--- src/hdl/t4r_pkg.sv ---
// Shared constants, codes and beat types of the 4bpp tile renderer.
`default_nettype none

package t4r_pkg;

    // Store sizes.
    localparam int TILE_COUNT    = 1024;
    localparam int PALETTE_SLOTS = 80;
    localparam int TILE_WORDS    = TILE_COUNT * 8;
    localparam int TILE_AW       = $clog2(TILE_WORDS);
    localparam int PAL_ENTRIES   = PALETTE_SLOTS * 16;
    localparam int PAL_AW        = $clog2(PAL_ENTRIES);

    // Queue sizes.
    localparam int CMDQ_DEPTH = 2;
    localparam int CMDQ_PW    = $clog2(CMDQ_DEPTH);
    localparam int CMDQ_CW    = $clog2(CMDQ_DEPTH + 1);
    localparam int OUTQ_DEPTH = 4;
    localparam int OUTQ_PW    = $clog2(OUTQ_DEPTH);
    localparam int OUTQ_CW    = $clog2(OUTQ_DEPTH + 1);

    // Input kind codes.
    localparam logic [1:0] KIND_DRAW      = 2'd0;
    localparam logic [1:0] KIND_LOAD_TILE = 2'd1;
    localparam logic [1:0] KIND_LOAD_PAL  = 2'd2;

    // Operation carried from the front to the back.
    typedef enum logic [1:0] {
        OP_DRAW,
        OP_LOAD_TILE,
        OP_LOAD_PAL
    } op_t;

    // Back-end sequencer states.
    typedef enum logic {
        BK_IDLE,
        BK_DRAW
    } bk_state_t;

    // One queued command.
    typedef struct packed {
        op_t         op;
        logic [9:0]  tile_index;
        logic [2:0]  row;
        logic [3:0]  palette_no;
        logic [6:0]  palette_slot;
        logic [3:0]  color_entry;
        logic        flip_x;
        logic        flip_y;
        logic [31:0] data;
        logic [11:0] dest_x;
        logic [11:0] dest_y;
    } cmd_t;

    // One output pixel beat.
    typedef struct packed {
        logic [11:0] pixel_x;
        logic [11:0] pixel_y;
        logic [15:0] color;
        logic        opaque;
        logic        last;
    } pix_t;

endpackage

`default_nettype wire

--- src/hdl/t4r_front.sv ---
// Front end: accepts input beats, classifies them and queues the commands.
`default_nettype none

module t4r_front (
    input  wire                 clk,
    input  wire                 rst_n,
    input  wire                 push,
    output logic                full,
    input  wire  [1:0]          kind,
    input  wire  [9:0]          tile_index,
    input  wire  [2:0]          row,
    input  wire  [3:0]          palette_no,
    input  wire  [6:0]          palette_slot,
    input  wire  [3:0]          color_entry,
    input  wire                 flip_x,
    input  wire                 flip_y,
    input  wire  [31:0]         data,
    input  wire  [11:0]         dest_x,
    input  wire  [11:0]         dest_y,
    output logic                cmd_valid,
    output t4r_pkg::cmd_t       cmd,
    input  wire                 cmd_pop
);

    t4r_pkg::cmd_t                   q_reg [t4r_pkg::CMDQ_DEPTH];
    logic [t4r_pkg::CMDQ_PW-1:0]     wr_ptr_reg, wr_ptr_next;
    logic [t4r_pkg::CMDQ_PW-1:0]     rd_ptr_reg, rd_ptr_next;
    logic [t4r_pkg::CMDQ_CW-1:0]     count_reg, count_next;
    t4r_pkg::cmd_t                   new_cmd;
    logic                            keep;
    logic                            accept;
    logic                            do_push;
    logic                            do_pop;

    // Classify the beat: unused kinds and loads into missing slots are dropped.
    always_comb
    begin
        new_cmd.tile_index   = tile_index;
        new_cmd.row          = row;
        new_cmd.palette_no   = palette_no;
        new_cmd.palette_slot = palette_slot;
        new_cmd.color_entry  = color_entry;
        new_cmd.flip_x       = flip_x;
        new_cmd.flip_y       = flip_y;
        new_cmd.data         = data;
        new_cmd.dest_x       = dest_x;
        new_cmd.dest_y       = dest_y;
        new_cmd.op           = t4r_pkg::OP_DRAW;
        keep                 = 1'b0;
        case (kind)
            t4r_pkg::KIND_DRAW:
            begin
                new_cmd.op = t4r_pkg::OP_DRAW;
                keep       = 1'b1;
            end
            t4r_pkg::KIND_LOAD_TILE:
            begin
                new_cmd.op = t4r_pkg::OP_LOAD_TILE;
                keep       = 32'(tile_index) < 32'(t4r_pkg::TILE_COUNT);
            end
            t4r_pkg::KIND_LOAD_PAL:
            begin
                new_cmd.op = t4r_pkg::OP_LOAD_PAL;
                keep       = 32'(palette_slot) < 32'(t4r_pkg::PALETTE_SLOTS);
            end
            default:
            begin
                keep = 1'b0;
            end
        endcase
    end

    // Queue control.
    always_comb
    begin
        full        = count_reg == t4r_pkg::CMDQ_CW'(t4r_pkg::CMDQ_DEPTH);
        cmd_valid   = count_reg != '0;
        cmd         = q_reg[rd_ptr_reg];
        accept      = push && !full;
        do_push     = accept && keep;
        do_pop      = cmd_pop && cmd_valid;
        wr_ptr_next = wr_ptr_reg;
        rd_ptr_next = rd_ptr_reg;
        count_next  = count_reg;
        if (do_push)
        begin
            wr_ptr_next = (wr_ptr_reg == t4r_pkg::CMDQ_PW'(t4r_pkg::CMDQ_DEPTH - 1))
                          ? '0 : wr_ptr_reg + 1'b1;
        end
        if (do_pop)
        begin
            rd_ptr_next = (rd_ptr_reg == t4r_pkg::CMDQ_PW'(t4r_pkg::CMDQ_DEPTH - 1))
                          ? '0 : rd_ptr_reg + 1'b1;
        end
        if (do_push && !do_pop)
        begin
            count_next = count_reg + 1'b1;
        end
        else if (do_pop && !do_push)
        begin
            count_next = count_reg - 1'b1;
        end
    end

    // Pointer and fill registers.
    always_ff @(posedge clk or negedge rst_n)
    begin
        if (!rst_n)
        begin
            wr_ptr_reg <= '0;
            rd_ptr_reg <= '0;
            count_reg  <= '0;
        end
        else
        begin
            wr_ptr_reg <= wr_ptr_next;
            rd_ptr_reg <= rd_ptr_next;
            count_reg  <= count_next;
        end
    end

    // Queue storage.
    always_ff @(posedge clk)
    begin
        if (do_push)
        begin
            q_reg[wr_ptr_reg] <= new_cmd;
        end
    end

endmodule

`default_nettype wire

--- config.mk ---
export PLATFORM = sky130hd
export DESIGN_NAME = t4r_front
export DESIGN_NICKNAME = d
export VERILOG_FILES = /design/src/hdl/t4r_pkg.sv /design/src/hdl/t4r_front.sv
export SDC_FILE = /design/constraint.sdc
export NUM_CORES = 1
export LEC_CHECK = 0
export ABC_CLOCK_PERIOD_IN_PS = 11890
export BUFFER_PORTS_ARGS = -buffer_cell sky130_fd_sc_hd__buf_2
export CAP_MARGIN = 20
export CORE_ASPECT_RATIO = 1.1
export CORE_UTILIZATION = 51
export DETAILED_ROUTE_END_ITERATION = 10
export MAX_ROUTING_LAYER = met4
export PLACE_DENSITY = 0.78
export SKIP_CTS_REPAIR_TIMING = 1
export SLEW_MARGIN = 5
export SYNTH_ARGS = -nofsm -noshare
export SYNTH_HDL_FRONTEND = slang
export SYNTH_SLANG_ARGS = --single-unit
--- constraint.sdc ---
create_clock -name clk -period 11.89 [get_ports clk]
set_input_delay 1.189 -clock clk [delete_from_list [all_inputs] [get_ports clk]]
set_output_delay 1.189 -clock clk [all_outputs]
set_load 0.1 [all_outputs]
==> impl_results.md <==
- Run status: finished clean
- Clock insertion delay at the later pin of the skew report: 0.42 ns
- Number of antenna repair diodes: 0
- Met1 track utilization from global routing: 19.3%
- DR vias: 3348
- Area growth from synthesis to layout: 24.7%
- Crit. End Element: output pin
- Kind of launch point of the worst setup path: flop
- Number of warnings reported in the yosys synthesis log: 0
- Routed wirelength normalized by instance count: 17.3 um
- Most area-hungry cell type in the Yosys netlist: sky130_fd_sc_hd__edfxtp_1
- Number of global-route vias before repair: 3448
- Detailed-route wire length: 11400 um
- Peak-usage layer in the global routing report: met2
- Max-cap violation count: 0
- Clock H-tree levels: 4
- Placed standard-cell area: 0.00768 mm^2
- Cell count of the worst reg-to-reg path: 4
- WHS: 0.558 ns
- Most common cell after layout, fill and taps aside: sky130_fd_sc_hd__buf_2
- Setup repair after global routing missed its margin: no
- Number of register bits inferred by synthesis: 180
- Final number of max-transition violations: 0
- Total non-filler cell area in the finished layout: 0.00824 mm^2
- Min cycle time layout: 3.83 ns
- Required time reported for the critical path endpoint: 10.70 ns
- Wire length of the first global-routing pass: 17000 um
- Die Y-Extent: 121 um
- Max reg flops: 176
- RePlAce Congestion: 0.718
- Count of nets left with antenna violations after detail routing: 0
- Routing usage on met2: 29.3%
- Longest Clk Path Bufs: 2
- Synth Net Count: 391
- Share of post-route cells with drive strength above 1: 59.6%
- Endpoint of the most critical register-to-register path: q_reg[0][46]
- Number of placed instances, taps included: 629
- Overflow left after global routing: 0
- Buffers added on ports: 181
- Placeable Area: 0.0126 mm^2
- Netlist cell types: 17
- Sum Neg Setup Slack: 0 ns
- Worst setup path category: reg2out
- Arrival time at the worst endpoint: 2.64 ns
- Sequential cell area fraction in the yosys report: 81.5%
- Vias/cell: 5.06
- Count of standard-cell rows: 43
- First DRT Iteration DRCs: 162
- Worst setup path startpoint: rd_ptr_reg
- Critical Path Fanout Max: 54
- Path category of the worst min-delay check: in2async
- Final clock skew: 0.00669 ns
- Final hold violation count: 0
- Actual slew at the worst max-slew pin: 1.01 ns
- Syn Std Cell Area: 0.00661 mm^2
- Post-synthesis cell count: 298
- TritonCTS Buffers: 17
- Die boundary width: 111 um
- Max Clk Rate: 261 MHz
- Count of unresolved DRC violations after routing: 0
- CTS tree: done
- Top Ports: 182
- Startpoint of the worst register-to-register path: count_reg[1]
- Routing usage on met3: 5.14%
- Worst-path clk slew: 0.06 ns
- Clock Root Buffer: sky130_fd_sc_hd__clkbuf_16
- Total Nets Final: 585
- First drt pass iteration count: 4
- Ranking of synthesized cells by area: sky130_fd_sc_hd__edfxtp_1 (80%), sky130_fd_sc_hd__mux2_2 (13%), sky130_fd_sc_hd__mux2_4 (2.3%)
- DIE AREA: 0.0134 mm^2
- Number of sinks driven by the clock tree: 180
- Area fraction of the dominant cell type after synthesis: 80.0%
- Share of the clock period used by the worst path: 32.2%
- FF-to-FF setup slack: 9.04 ns
- Average instance area after synthesis: 22.2 um^2
- Aggregate global-route resource usage: 17.8%
- Antenna violations before repair: 0
- Half-perimeter wire length after placement: 7390 um
- Maximum number of pins on one net before global-route repair: 89
- Final setup violation count: 0
- Highest-count cells in the layout ignoring fill and taps: sky130_fd_sc_hd__buf_2 (181), sky130_fd_sc_hd__edfxtp_1 (176), sky130_fd_sc_hd__mux2_2 (78)
- Worst rel slew slack: 32.4%
- End point of the critical path: cmd[31]
- Effective utilization at floorplan: 52.3%
- Layout Cells excl Fill: 662
-- area by class of cell --
class / instances / area (um^2)
well taps: 157 / 196
fillers: 898 / 4410
repair buffers: 185 / 956
clock inverters: 10 / 85.1
inverters: 3 / 11.3
flip-flops and latches: 180 / 5390
multi-input cells: 105 / 1160
clock buffers: 22 / 444
-- metal layers --
metal	vias up	share of wire, %
met5	-	0
met4	0	3.5
met3	29	5.0
met2	127	52
met1	1631	40
li1	1561	-
-- worst min path at each step --
stage | from | end
2_1_floorplan | wr_ptr_reg | wr_ptr_reg
3_3_place_gp | wr_ptr_reg | wr_ptr_reg
3_5_place_dp | count_reg[0] | count_reg[0]
4_1_cts | rst_n | count_reg[1]
5_1_grt | rst_n | count_reg[0]
6_report | rst_n | count_reg[1]
-- cell families (layout without fill, tap and decap cells) --
group,after synthesis,after routing,synth area share (%)
DFF,180,180,81.5
muxes,88,88,15.6
buffers and inverters,13,220,1.21
and+or+nand+nor,9,9,0.644
xor gates and xnor gates,5,5,0.663
AOI/OAI and AO/OA,2,2,0.208
adders and majority gates,1,1,0.189
-- stage by stage --
step | worst slack (ns) | util [%]
6_report | 8.06 | 65.2
5_1_grt | 7.90 | 65.2
4_1_cts | 7.98 | 64.9
3_5_place_dp | 7.86 | 60.8
3_3_place_gp | 8.00 | 60.8
2_1_floorplan | 6.07 | -
-- synthesized netlist by cell type (all sizes together) --
master and count:
or2 1, o21ai 1, xnor2 4, mux2 88
nor2 4, buf 10, inv 3, ha 1
nor2b 2, dfrtp 4, nor3 1, o221ai 1
edfxtp 176, nand2 1, xor2 1
-- critical path, cell delays in order, from the launching register on --
cell,delay [ns]
sky130_fd_sc_hd__dfrtp_4,0.72
sky130_fd_sc_hd__buf_4,0.69
sky130_fd_sc_hd__mux2_2,0.30
sky130_fd_sc_hd__buf_2,0.42
Power is not shown: default switching activity piles up to over one toggle a cycle in this logic, so the estimate is an artifact.
