File: src/hdl/t4r_pkg.sv
// Shared constants, codes and beat types of the 4bpp tile renderer.
`default_nettype none

package t4r_pkg;

    // Store sizes.
    localparam int TILE_COUNT    = 1024;
    localparam int PALETTE_SLOTS = 80;
    localparam int TILE_WORDS    = TILE_COUNT * 8;
    localparam int TILE_AW       = $clog2(TILE_WORDS);
    localparam int PAL_ENTRIES   = PALETTE_SLOTS * 16;
    localparam int PAL_AW        = $clog2(PAL_ENTRIES);

    // Queue sizes.
    localparam int CMDQ_DEPTH = 2;
    localparam int CMDQ_PW    = $clog2(CMDQ_DEPTH);
    localparam int CMDQ_CW    = $clog2(CMDQ_DEPTH + 1);
    localparam int OUTQ_DEPTH = 4;
    localparam int OUTQ_PW    = $clog2(OUTQ_DEPTH);
    localparam int OUTQ_CW    = $clog2(OUTQ_DEPTH + 1);

    // Input kind codes.
    localparam logic [1:0] KIND_DRAW      = 2'd0;
    localparam logic [1:0] KIND_LOAD_TILE = 2'd1;
    localparam logic [1:0] KIND_LOAD_PAL  = 2'd2;

    // Operation carried from the front to the back.
    typedef enum logic [1:0] {
        OP_DRAW,
        OP_LOAD_TILE,
        OP_LOAD_PAL
    } op_t;

    // Back-end sequencer states.
    typedef enum logic {
        BK_IDLE,
        BK_DRAW
    } bk_state_t;

    // One queued command.
    typedef struct packed {
        op_t         op;
        logic [9:0]  tile_index;
        logic [2:0]  row;
        logic [3:0]  palette_no;
        logic [6:0]  palette_slot;
        logic [3:0]  color_entry;
        logic        flip_x;
        logic        flip_y;
        logic [31:0] data;
        logic [11:0] dest_x;
        logic [11:0] dest_y;
    } cmd_t;

    // One output pixel beat.
    typedef struct packed {
        logic [11:0] pixel_x;
        logic [11:0] pixel_y;
        logic [15:0] color;
        logic        opaque;
        logic        last;
    } pix_t;

endpackage

`default_nettype wire

File: src/hdl/t4r_outq.sv
// Output queue holding finished pixel beats until they are popped.
`default_nettype none

module t4r_outq (
    input  wire                          clk,
    input  wire                          rst_n,
    input  wire                          pix_push,
    input  t4r_pkg::pix_t                pix_in,
    input  wire                          pop,
    output logic                         empty,
    output t4r_pkg::pix_t                pix_out,
    output logic [t4r_pkg::OUTQ_CW-1:0]  count
);

    t4r_pkg::pix_t                   q_reg [t4r_pkg::OUTQ_DEPTH];
    logic [t4r_pkg::OUTQ_PW-1:0]     wr_ptr_reg, wr_ptr_next;
    logic [t4r_pkg::OUTQ_PW-1:0]     rd_ptr_reg, rd_ptr_next;
    logic [t4r_pkg::OUTQ_CW-1:0]     count_reg, count_next;
    logic                            do_pop;

    // The producer never pushes without a free place, so no full check here.
    always_comb
    begin
        empty       = count_reg == '0;
        count       = count_reg;
        pix_out     = q_reg[rd_ptr_reg];
        do_pop      = pop && !empty;
        wr_ptr_next = wr_ptr_reg;
        rd_ptr_next = rd_ptr_reg;
        count_next  = count_reg;
        if (pix_push)
        begin
            wr_ptr_next = (wr_ptr_reg == t4r_pkg::OUTQ_PW'(t4r_pkg::OUTQ_DEPTH - 1))
                          ? '0 : wr_ptr_reg + 1'b1;
        end
        if (do_pop)
        begin
            rd_ptr_next = (rd_ptr_reg == t4r_pkg::OUTQ_PW'(t4r_pkg::OUTQ_DEPTH - 1))
                          ? '0 : rd_ptr_reg + 1'b1;
        end
        if (pix_push && !do_pop)
        begin
            count_next = count_reg + 1'b1;
        end
        else if (do_pop && !pix_push)
        begin
            count_next = count_reg - 1'b1;
        end
    end

    // Pointer and fill registers.
    always_ff @(posedge clk or negedge rst_n)
    begin
        if (!rst_n)
        begin
            wr_ptr_reg <= '0;
            rd_ptr_reg <= '0;
            count_reg  <= '0;
        end
        else
        begin
            wr_ptr_reg <= wr_ptr_next;
            rd_ptr_reg <= rd_ptr_next;
            count_reg  <= count_next;
        end
    end

    // Queue storage.
    always_ff @(posedge clk)
    begin
        if (pix_push)
        begin
            q_reg[wr_ptr_reg] <= pix_in;
        end
    end

endmodule

`default_nettype wire
File: config.mk
export PLATFORM = sky130hd
export DESIGN_NAME = t4r_outq
export DESIGN_NICKNAME = d
export VERILOG_FILES = /design/src/hdl/t4r_pkg.sv /design/src/hdl/t4r_outq.sv
export SDC_FILE = /design/constraint.sdc
export NUM_CORES = 1
export LEC_CHECK = 0
export CORE_MARGIN = 2
export CORE_UTILIZATION = 45
export CTS_CLUSTER_SIZE = 10
export DETAILED_ROUTE_END_ITERATION = 16
export DONT_BUFFER_PORTS = 1
export SYNTH_ARGS = -nofsm -noshare
export SYNTH_HDL_FRONTEND = slang
export SYNTH_SLANG_ARGS = --single-unit
File: constraint.sdc
create_clock -name clk -period 2.89 [get_ports clk]
set_clock_uncertainty 0.2 [all_clocks]
set_input_delay 0.578 -clock clk [delete_from_list [all_inputs] [get_ports clk]]
set_output_delay 0.578 -clock clk [all_outputs]
set_load 0.005 [all_outputs]
==> flow_metrics.py, run 1 <==
metrics = {
    "cells_and_area": {
        "fillers": 1077,
        "stdcell_count": 475,
        "largest_register_ffs": 168,
        "area.growth.synth_to_final_pct": 13.0,
        "antenna_cells": 0,
        "nets": 331,
        "drive_gt1_share_pct": 29.2,
    },
    "logic_synthesis": {
        "syn_inst": 256,
        "yosysSeqAreaShare_pct": 79.8,
        "syn_nets": 309,
        "synth_area_mm2": 0.00654,
        "synth.distinct_cells": 20,
        "avgSynthCellArea_um2": 25.6,
        "yosys_warnings": 0,
        "ys_seq_elements": 175,
    },
    "drt": {
        "via_count": 2561,
        "drt-pass1-iter-count": 4,
        "wl_per_cell_um": 21.7,
        "via_per_inst": 5.39,
        "drc_errors": 0,
        "drt-initial-drc-count": 177,
        "ant_nets": 0,
        "totalWireLength_um": 10300,
    },
    "clock_network": {
        "clk-insertion-delay-late_ns": 0.42,
        "clkSlewWorstSetupHoldPaths_ns": 0.06,
        "post_cts_buffers": 0,
        "numCtsBuffers": 17,
        "cts_root_buffer": "clkbuf_16",
        "cts_buffer_depth": 2,
        "cts_sinks": 175,
        "cts_max_level": 4,
        "cts_tree": "built",
    },
    "placed_design": {
        "place_congestion": 0.659,
        "hpwl_um": 6320,
        "port_buffers": 0,
        "dp.cells": 442,
    },
    "timing": {
        "rsz0062_at_grt": "no",
        "slew_headroom_pct": 57.8,
        "slew_viol_final": 0,
        "setup_tns_ns": 0,
        "finalCritPeriodShare_pct": 92.2,
        "max_freq_ghz": 0.375,
        "setup_viol": 0,
        "period_needed_ns": 2.66,
        "final-hold-violation-count": 0,
        "worst_pin_slew_ns": 0.634,
    },
    "setup_path": {
        "crit_fanout": 16,
        "critical_path_buf_inv_count": 1,
        "worstPathArrival_ns": 1.89,
        "cp-end-kind": "output port",
        "crit_chain": "buf_12 -> mux4_1",
        "setup.worst_path.class": "reg2out",
        "cp-start-kind": "flop",
        "critical_path.slowest_cell": "dfrtp_4",
        "cpPeakStageDelay_ns": 0.63,
        "cp_top_family": "flip-flops",
        "critPathRequiredTime_ns": 2.11,
    },
    "worst_hold_path": {
        "hold_class": "in2reg",
    },
    "floorplan": {
        "num_rows": 44,
        "ioPinCount": 92,
        "core_mm2": 0.0144,
        "initial_core_util_pct": 45.5,
        "die-area_mm2": 0.0155,
        "die_y_um": 125,
        "die_w_um": 125,
    },
    "grt": {
        "grt_max_degree": 25,
        "grt-ovfl-total": 0,
        "antenna_found_initial": 0,
        "grt_use_total_pct": 14.4,
        "grt_pass1_vias": 2792,
        "grt_pass1_wl_um": 16100,
    },
    "status": {
        "status": "finished clean",
    },
    "power_and_ir_drop": {
        "ir_worst_vdd_mv": 0.424,
        "p_leak_nw": 2.38,
        "power.density_mw_per_mm2": 972,
    },
    "run": {
        "cap_viol_max_count": 0,
    },
}
-- kinds of logic (layout without fill, tap and decap cells) --
kind of cell / Yosys count / after routing / share of synthesized area, %
flip-flops: 175 / 175 / 79.8
multiplexers: 44 / 44 / 15.0
buffers and inverters: 13 / 48 / 1.95
AND/OR/NAND/NOR: 10 / 10 / 0.765
adder cells (fa/ha/maj): 7 / 7 / 1.45
AO/OA/AOI/OAI: 4 / 4 / 0.593
XOR/XNOR: 3 / 3 / 0.402
-- final cells by class --
type	instances	area (um^2)	share of cell area, %
multi-input combinational	68	1200	16.2
sequential	175	5230	70.7
clock buffer	18	429	5.80
inverter	3	11.3	0.152
tap	184	230	3.11
timing repair buffer	13	175	2.37
clock inverter	14	124	1.68
-- synth_stat cells --
library cell	instances	share of area, %
mux2_2	2	0.34
edfxtp_1	168	77
mux4_2	38	13
xnor2_1	1	0.13
buf_12	4	1.2
o31ai_4	1	0.33
a21o_1	1	0.11
fa_1	1	0.31
nand2_1	2	0.11
ha_1	6	1.1
inv_1	3	0.17
nor3_1	2	0.15
buf_2	5	0.38
buf_6	1	0.17
mux4_1	4	1.6
nor2_1	2	0.11
o21ai_0	2	0.15
xor2_1	2	0.27
and2_1	4	0.38
dfrtp_1	7	2.7
-- metrics by stage --
| stage | instance area [um^2] | worst slack [ns] | util, % | hold WS [ns] | power [mW] |
|---|---|---|---|---|---|
| 4_1_cts | 7390 | 0.171 | 51.5 | 0.0329 | 7.33 |
| 6_report | 7390 | 0.227 | 51.5 | 0.0515 | 7.19 |
| 3_3_place_gp | 6830 | 0.654 | 47.5 | 0.0827 | 5.16 |
| 5_1_grt | 7390 | 0.112 | 51.5 | 0.0229 | 7.56 |
| 3_5_place_dp | 6830 | 0.626 | 47.5 | 0.0827 | 5.20 |
| 2_1_floorplan | 6540 | 0.650 | - | 0.0824 | 4.79 |
-- where the power goes --
part / total (mW) / switching (mW) / internal [mW]
clock: 2.11 / 0.859 / 1.25
sequential: 3.52 / 0.257 / 3.26
combinational: 1.55 / 0.744 / 0.810
total: 7.19 / 1.86 / 5.33
-- what timing repair did --
item,4_1_cts,5_1_grt
endpoints found under the hold margin,7,0
hold buffers,1,0
gates resized for setup,0,0
-- worst paths after layout --
| path | startpoint | end | slack (ns) | cells after the start |
|---|---|---|---|---|
| setup / recovery | rd_ptr_reg[0] | pix_out[36] | 0.23 | 2 |
| hold / removal | pix_in[29] | q_reg[1][29] | 0.05 | 0 |
| setup reg to reg | count[0] | count[2] | 0.68 | 7 |
| hold reg to reg | count[2] | count[2] | 0.40 | 1 |
| max in group asynchronous | rst_n | rd_ptr_reg[0] | 1.88 | 1 |
| min in group asynchronous | rst_n | count[0] | 0.31 | 1 |
-- cells in the final DEF, fill, tap and decap left out, types with 2 or more instances in the layout --
cell type and n:
and2_2 4, buf_12 6, buf_4 6, bufinv_16 2, clkbuf_16 17, clkinv_1 5
clkinv_2 4, dfrtp_1 5, edfxtp_1 168, ha_1 6, inv_1 3, mux2_2 2
mux4_1 4, mux4_2 38, nand2_1 2, nor2_1 2, nor3_1 2, o21ai_0 2
xor2_1 2
-- worst reg2reg max path, cell delays in order, from the launching register on --
cell	delay (ns)
dfrtp_1	0.48
o31ai_4	0.36
ha_1	0.24
inv_1	0.06
fa_1	0.37
xor2_1	0.17
nor2_1	0.11
xor2_1	0.15
-- metal layers --
metal  routed length (um)  track usage (%)  up-vias
met5                    0                0        -
met4                  163             5.55        0
met3                  829             6.92       12
met2                 5150             23.0       81
met1                 4180             17.1     1340
li1                     -                -     1128
(Power assumes the default switching activity.)
==> inputs of run 2 (changes only) <==
--- a/config.mk
+++ b/config.mk
@@ -10,6 +10,8 @@
 export CTS_CLUSTER_SIZE = 10
 export DETAILED_ROUTE_END_ITERATION = 16
 export DONT_BUFFER_PORTS = 1
+export MAX_ROUTING_LAYER = met4
+export SKIP_CTS_REPAIR_TIMING = 1
 export SYNTH_ARGS = -nofsm -noshare
 export SYNTH_HDL_FRONTEND = slang
 export SYNTH_SLANG_ARGS = --single-unit
==> flow_metrics.py, run 2 (synthesis gave the netlist of run 1 again) <==
metrics = {
    "floorplan": {
        "ioPinCount": 92,
        "core_mm2": 0.0144,
        "die_w_um": 125,
        "initial_core_util_pct": 45.5,
        "num_rows": 44,
        "die_y_um": 125,
        "die-area_mm2": 0.0155,
    },
    "setup_path": {
        "critical_path_buf_inv_count": 1,
        "regToRegSetupSlack_ns": 0.69,
        "worstPathArrival_ns": 1.88,
        "cpPeakStageDelay_ns": 0.63,
        "cp-end-kind": "output port",
        "crit_fanout": 16,
        "critPathRequiredTime_ns": 2.11,
        "critical_path.slowest_cell": "dfrtp_4",
        "regToRegStartpoint": "count[0]",
        "cp-startpoint": "rd_ptr_reg[0]",
        "cp_top_family": "flip-flops",
        "path_depth": 2,
        "crit_chain": "buf_12 -> mux4_1",
        "cp-start-kind": "flop",
        "setup.worst_path.class": "reg2out",
        "rr_endpoint": "count[2]",
        "crit_end": "pix_out[36]",
        "r2r_cells": 7,
    },
    "drt": {
        "drt-initial-drc-count": 191,
        "via_count": 2577,
        "drc_errors": 0,
        "via_per_inst": 5.43,
        "ant_nets": 0,
        "totalWireLength_um": 10300,
        "wl_per_cell_um": 21.7,
        "drt-pass1-iter-count": 4,
    },
    "clock_network": {
        "numCtsBuffers": 17,
        "clkSlewWorstSetupHoldPaths_ns": 0.06,
        "cts_tree": "built",
        "cts_buffer_depth": 2,
        "cts_root_buffer": "clkbuf_16",
        "cts_sinks": 175,
        "clk-insertion-delay-late_ns": 0.41,
        "cts_max_level": 4,
    },
    "cells_and_area": {
        "nets": 331,
        "antenna_cells": 0,
        "drive_gt1_share_pct": 29.2,
        "largest_register_ffs": 168,
        "mostFrequentLayoutCells": "edfxtp_1 (168), mux4_2 (38), clkbuf_16 (17)",
        "fillers": 1075,
        "stdcell_count": 475,
        "layout_commonest_cell": "edfxtp_1",
        "area.growth.synth_to_final_pct": 13.0,
    },
    "power_and_ir_drop": {
        "p_leak_nw": 2.38,
        "power.density_mw_per_mm2": 972,
        "power.total_mw": 7.19,
        "ir_worst_vdd_mv": 0.424,
    },
    "grt": {
        "grt_max_degree": 25,
        "grt-ovfl-total": 0,
        "grt_pass1_wl_um": 16100,
        "antenna_found_initial": 0,
        "grt_use_total_pct": 14.8,
        "grt_pass1_vias": 2782,
    },
    "run": {
        "cap_viol_max_count": 0,
    },
    "placed_design": {
        "dp_slack_ns": 0.626,
        "place_congestion": 0.665,
        "port_buffers": 0,
        "hpwl_um": 6320,
        "dp.cells": 442,
    },
    "status": {
        "status": "finished clean",
    },
    "timing": {
        "worst_pin_slew_ns": 0.637,
        "holdWs_ns": 0.0556,
        "slew_viol_final": 0,
        "setup_tns_ns": 0,
        "final-hold-violation-count": 0,
        "rsz0062_at_grt": "no",
        "finalCritPeriodShare_pct": 92.1,
        "period_needed_ns": 2.66,
        "slew_headroom_pct": 57.6,
        "setup_viol": 0,
        "setup_ws_ns": 0.229,
        "max_freq_ghz": 0.376,
    },
    "worst_hold_path": {
        "hold_class": "in2reg",
    },
}
run 2: cell counts in the layout (fill, tap and decap cells not counted):
Identical to the previous run, type by type.
run 2: where the power goes:
group / internal, mW / switching (mW) / total [mW] / leakage, nW
clock: 1.25 / 0.859 / 2.11 / 0.271
combinational: 0.811 / 0.745 / 1.56 / 0.489
sequential: 3.26 / 0.257 / 3.52 / 1.62
run 2: worst min-delay path by stage:
stage          startpoint      endpoint  cells past startpoint
6_report       pix_in[16]  q_reg[3][16]                      0
5_1_grt        pix_in[16]  q_reg[3][16]                      0
4_1_cts             rst_n      count[0]                      0
3_5_place_dp        rst_n      count[2]                      0
3_3_place_gp        rst_n      count[2]                      0
2_1_floorplan       rst_n      count[0]                      0
run 2: final cells by class:
type                    instances  area, um^2  area share (%)
well taps                     184         230            3.11
inverters                       3        11.3           0.152
flip-flops and latches        175        5230            70.7
clock buffers                  18         429            5.80
clock inverters                14         124            1.68
multi-input cells              68        1200            16.2
repair buffers                 13         175            2.37
run 2: per-layer routing:
layer | share of wire [%] | track usage, % | vias to the layer above | routed length [um]
met2 | 49 | 22.9 | 81 | 5090
met4 | 1.8 | 5.95 | 0 | 182
met5 | 0 | - | - | 0
met1 | 41 | 17.4 | 1354 | 4250
met3 | 7.5 | 6.14 | 13 | 772
li1 | - | - | 1129 | -
run 2: worst register-to-register path, delay by kind of cell, from the launching register on:
family                     cells  cell delay [ns]
buffers and inverters          1             0.06
adders and majority gates      2             0.61
and+or+nand+nor                1             0.11
xor gates and xnor gates       2             0.32
AOI/OAI and AO/OA              1             0.36
DFF                            1             0.48
run 2: through the flow:
step,cell area [um^2],utilization (%)
global route,7390,51.5
detailed placement,6830,47.5
CTS,7380,51.4
global placement,6830,47.5
floorplan,6540,-
finish,7390,51.5
==> inputs of run 3 (changes only) <==
--- a/config.mk
+++ b/config.mk
@@ -10,6 +10,7 @@
 export CTS_CLUSTER_SIZE = 10
 export DETAILED_ROUTE_END_ITERATION = 16
 export DONT_BUFFER_PORTS = 1
+export GPL_ROUTABILITY_DRIVEN = 0
 export MAX_ROUTING_LAYER = met4
 export SKIP_CTS_REPAIR_TIMING = 1
 export SYNTH_ARGS = -nofsm -noshare
==> constraint.sdc (replaced) <==
create_clock -name clk -period 2.89 [get_ports clk]
set_clock_uncertainty 0.2 [all_clocks]
set_input_delay 0.289 -clock clk [delete_from_list [all_inputs] [get_ports clk]]
set_output_delay 0.289 -clock clk [all_outputs]
set_load 0.005 [all_outputs]
==> flow_metrics.py, run 3 (synthesis gave the netlist of run 1 again) <==
metrics = {
    "status": {
        "status": "finished, violations left",
        "violations": "hold timing",
    },
    "drt": {
        "drt-initial-drc-count": 302,
        "totalWireLength_um": 10900,
        "via_per_inst": 5.32,
        "ant_nets": 0,
        "wl_per_cell_um": 21.2,
        "wl_met2_um": 5390,
        "via_count": 2738,
        "wl_met1_um": 4720,
        "highest_layer": "met4",
        "drc_errors": 0,
        "drt-pass1-iter-count": 4,
        "dr_wl_met3_um": 615,
    },
    "floorplan": {
        "initial_core_util_pct": 45.5,
        "ioPinCount": 92,
        "die-area_mm2": 0.0155,
        "core_mm2": 0.0144,
        "die_w_um": 125,
        "num_rows": 44,
        "die_y_um": 125,
    },
    "timing": {
        "period_needed_ns": 2.42,
        "rsz0062_at_grt": "no",
        "worst_pin_slew_ns": 0.608,
        "final-hold-violation-count": 5,
        "holdWs_ns": -0.00212,
        "setup_tns_ns": 0,
        "setup_ws_ns": 0.472,
        "max_freq_ghz": 0.414,
        "slew_headroom_pct": 59.5,
        "finalCritPeriodShare_pct": 83.7,
        "setup_viol": 0,
        "slew_viol_final": 0,
    },
    "setup_path": {
        "critical_path.slowest_cell": "mux4_1",
        "r2r_cells": 7,
        "crit_chain": "buf_4 -> mux4_1",
        "regToRegStartpoint": "count[0]",
        "path_depth": 2,
        "cp-end-kind": "output port",
        "regToRegSetupSlack_ns": 0.69,
        "cp-start-kind": "flop",
        "worstPathArrival_ns": 1.93,
        "cp_top_family": "multiplexers",
        "crit_end": "pix_out[36]",
        "cpPeakStageDelay_ns": 0.67,
        "cp-startpoint": "rd_ptr_reg[0]",
        "rr_endpoint": "count[2]",
        "crit_fanout": 14,
        "critPathRequiredTime_ns": 2.40,
        "setup.worst_path.class": "reg2out",
        "critical_path_buf_inv_count": 1,
    },
    "placed_design": {
        "hpwl_um": 6320,
        "postPlaceCellArea_mm2": 0.00681,
        "port_buffers": 0,
        "dp_slack_ns": 0.696,
    },
    "cells_and_area": {
        "fin_util_pct": 54.7,
        "mostFrequentLayoutCells": "edfxtp_1 (168), dlygate4sd3_1 (45), mux4_2 (38), clkbuf_16 (17)",
        "antenna_cells": 0,
        "fillers": 1078,
        "drive_gt1_share_pct": 25.1,
        "layout_commonest_cell": "edfxtp_1",
        "largest_register_ffs": 168,
        "design_area_mm2": 0.00786,
        "nets": 372,
        "area.growth.synth_to_final_pct": 20.1,
    },
    "clock_network": {
        "clkSlewWorstSetupHoldPaths_ns": 0.06,
        "cts_sinks": 175,
        "clk-insertion-delay-late_ns": 0.42,
        "cts_max_level": 4,
        "numCtsBuffers": 17,
        "cts_tree": "built",
        "cts_buffer_depth": 2,
        "cts_root_buffer": "clkbuf_16",
    },
    "power_and_ir_drop": {
        "p_leak_nw": 2.57,
        "ir_worst_vdd_mv": 0.478,
        "power.density_mw_per_mm2": 948,
        "power.total_mw": 7.45,
    },
    "grt": {
        "grt-ovfl-total": 0,
        "grt_max_degree": 32,
        "grt_pass1_wl_um": 16800,
        "grt_use_total_pct": 15.3,
        "grt_pass1_vias": 2856,
        "antenna_found_initial": 0,
    },
    "worst_hold_path": {
        "hold_class": "in2async",
    },
    "run": {
        "cap_viol_max_count": 0,
    },
}
## run 3: changes by cell type in the layout (fill, tap and decap cells not counted)
cell,delta
buf_4,-3
bufinv_16,+2
clkbuf_1,+1
clkinv_1,-3
clkinv_2,-1
clkinv_4,-1
clkinvlp_4,+1
dlygate4sd3_1,+44
## run 3: worst min path at each step
stage / to / slack, ns / depth (start not counted)
after floorplan: count[0] / -0.21 / 0
after CTS: count[2] / -0.66 / 0
after global placement: count[2] / -0.21 / 0
after detailed placement: count[2] / -0.21 / 0
after global routing: count[2] / 0.004 / 1
final: rd_ptr_reg[0] / -0.002 / 1
## run 3: layout make-up
cell class	instances	area (um^2)	share of cell area, %
clock inverters	12	166	2.12
well taps	184	230	2.93
flip-flops and latches	175	5230	66.5
inverters	3	11.3	0.143
multi-input cells	68	1200	15.3
clock buffers	19	433	5.51
repair buffers	54	593	7.55
## run 3: worst reg2reg max path, stage by stage, from the launching register on
cell     delay, ns
dfrtp_1       0.48
o31ai_4       0.35
ha_1          0.24
inv_1         0.06
fa_1          0.37
xor2_1        0.17
nor2_1        0.12
xor2_1        0.14
## run 3: metal layers
layer  global-route usage, %  vias up
met5                       -        -
met4                    5.95        0
met3                    6.87       17
met2                    23.5       70
met1                    17.9     1437
li1                        -     1214
## run 3: report_power, final
group	leakage (nW)	internal [mW]	switching, mW
Combinational	0.655	0.834	0.822
Sequential	1.62	3.26	0.227
Clock	0.288	1.43	0.873
Total	2.57	5.53	1.92
## run 3: stage by stage
step	std cells	hold WS, ns
2_1_floorplan	256	-0.207
6_report	515	-0.00212
5_1_grt	515	0.00380
3_3_place_gp	439	-0.206
4_1_cts	470	-0.660
3_5_place_dp	439	-0.206
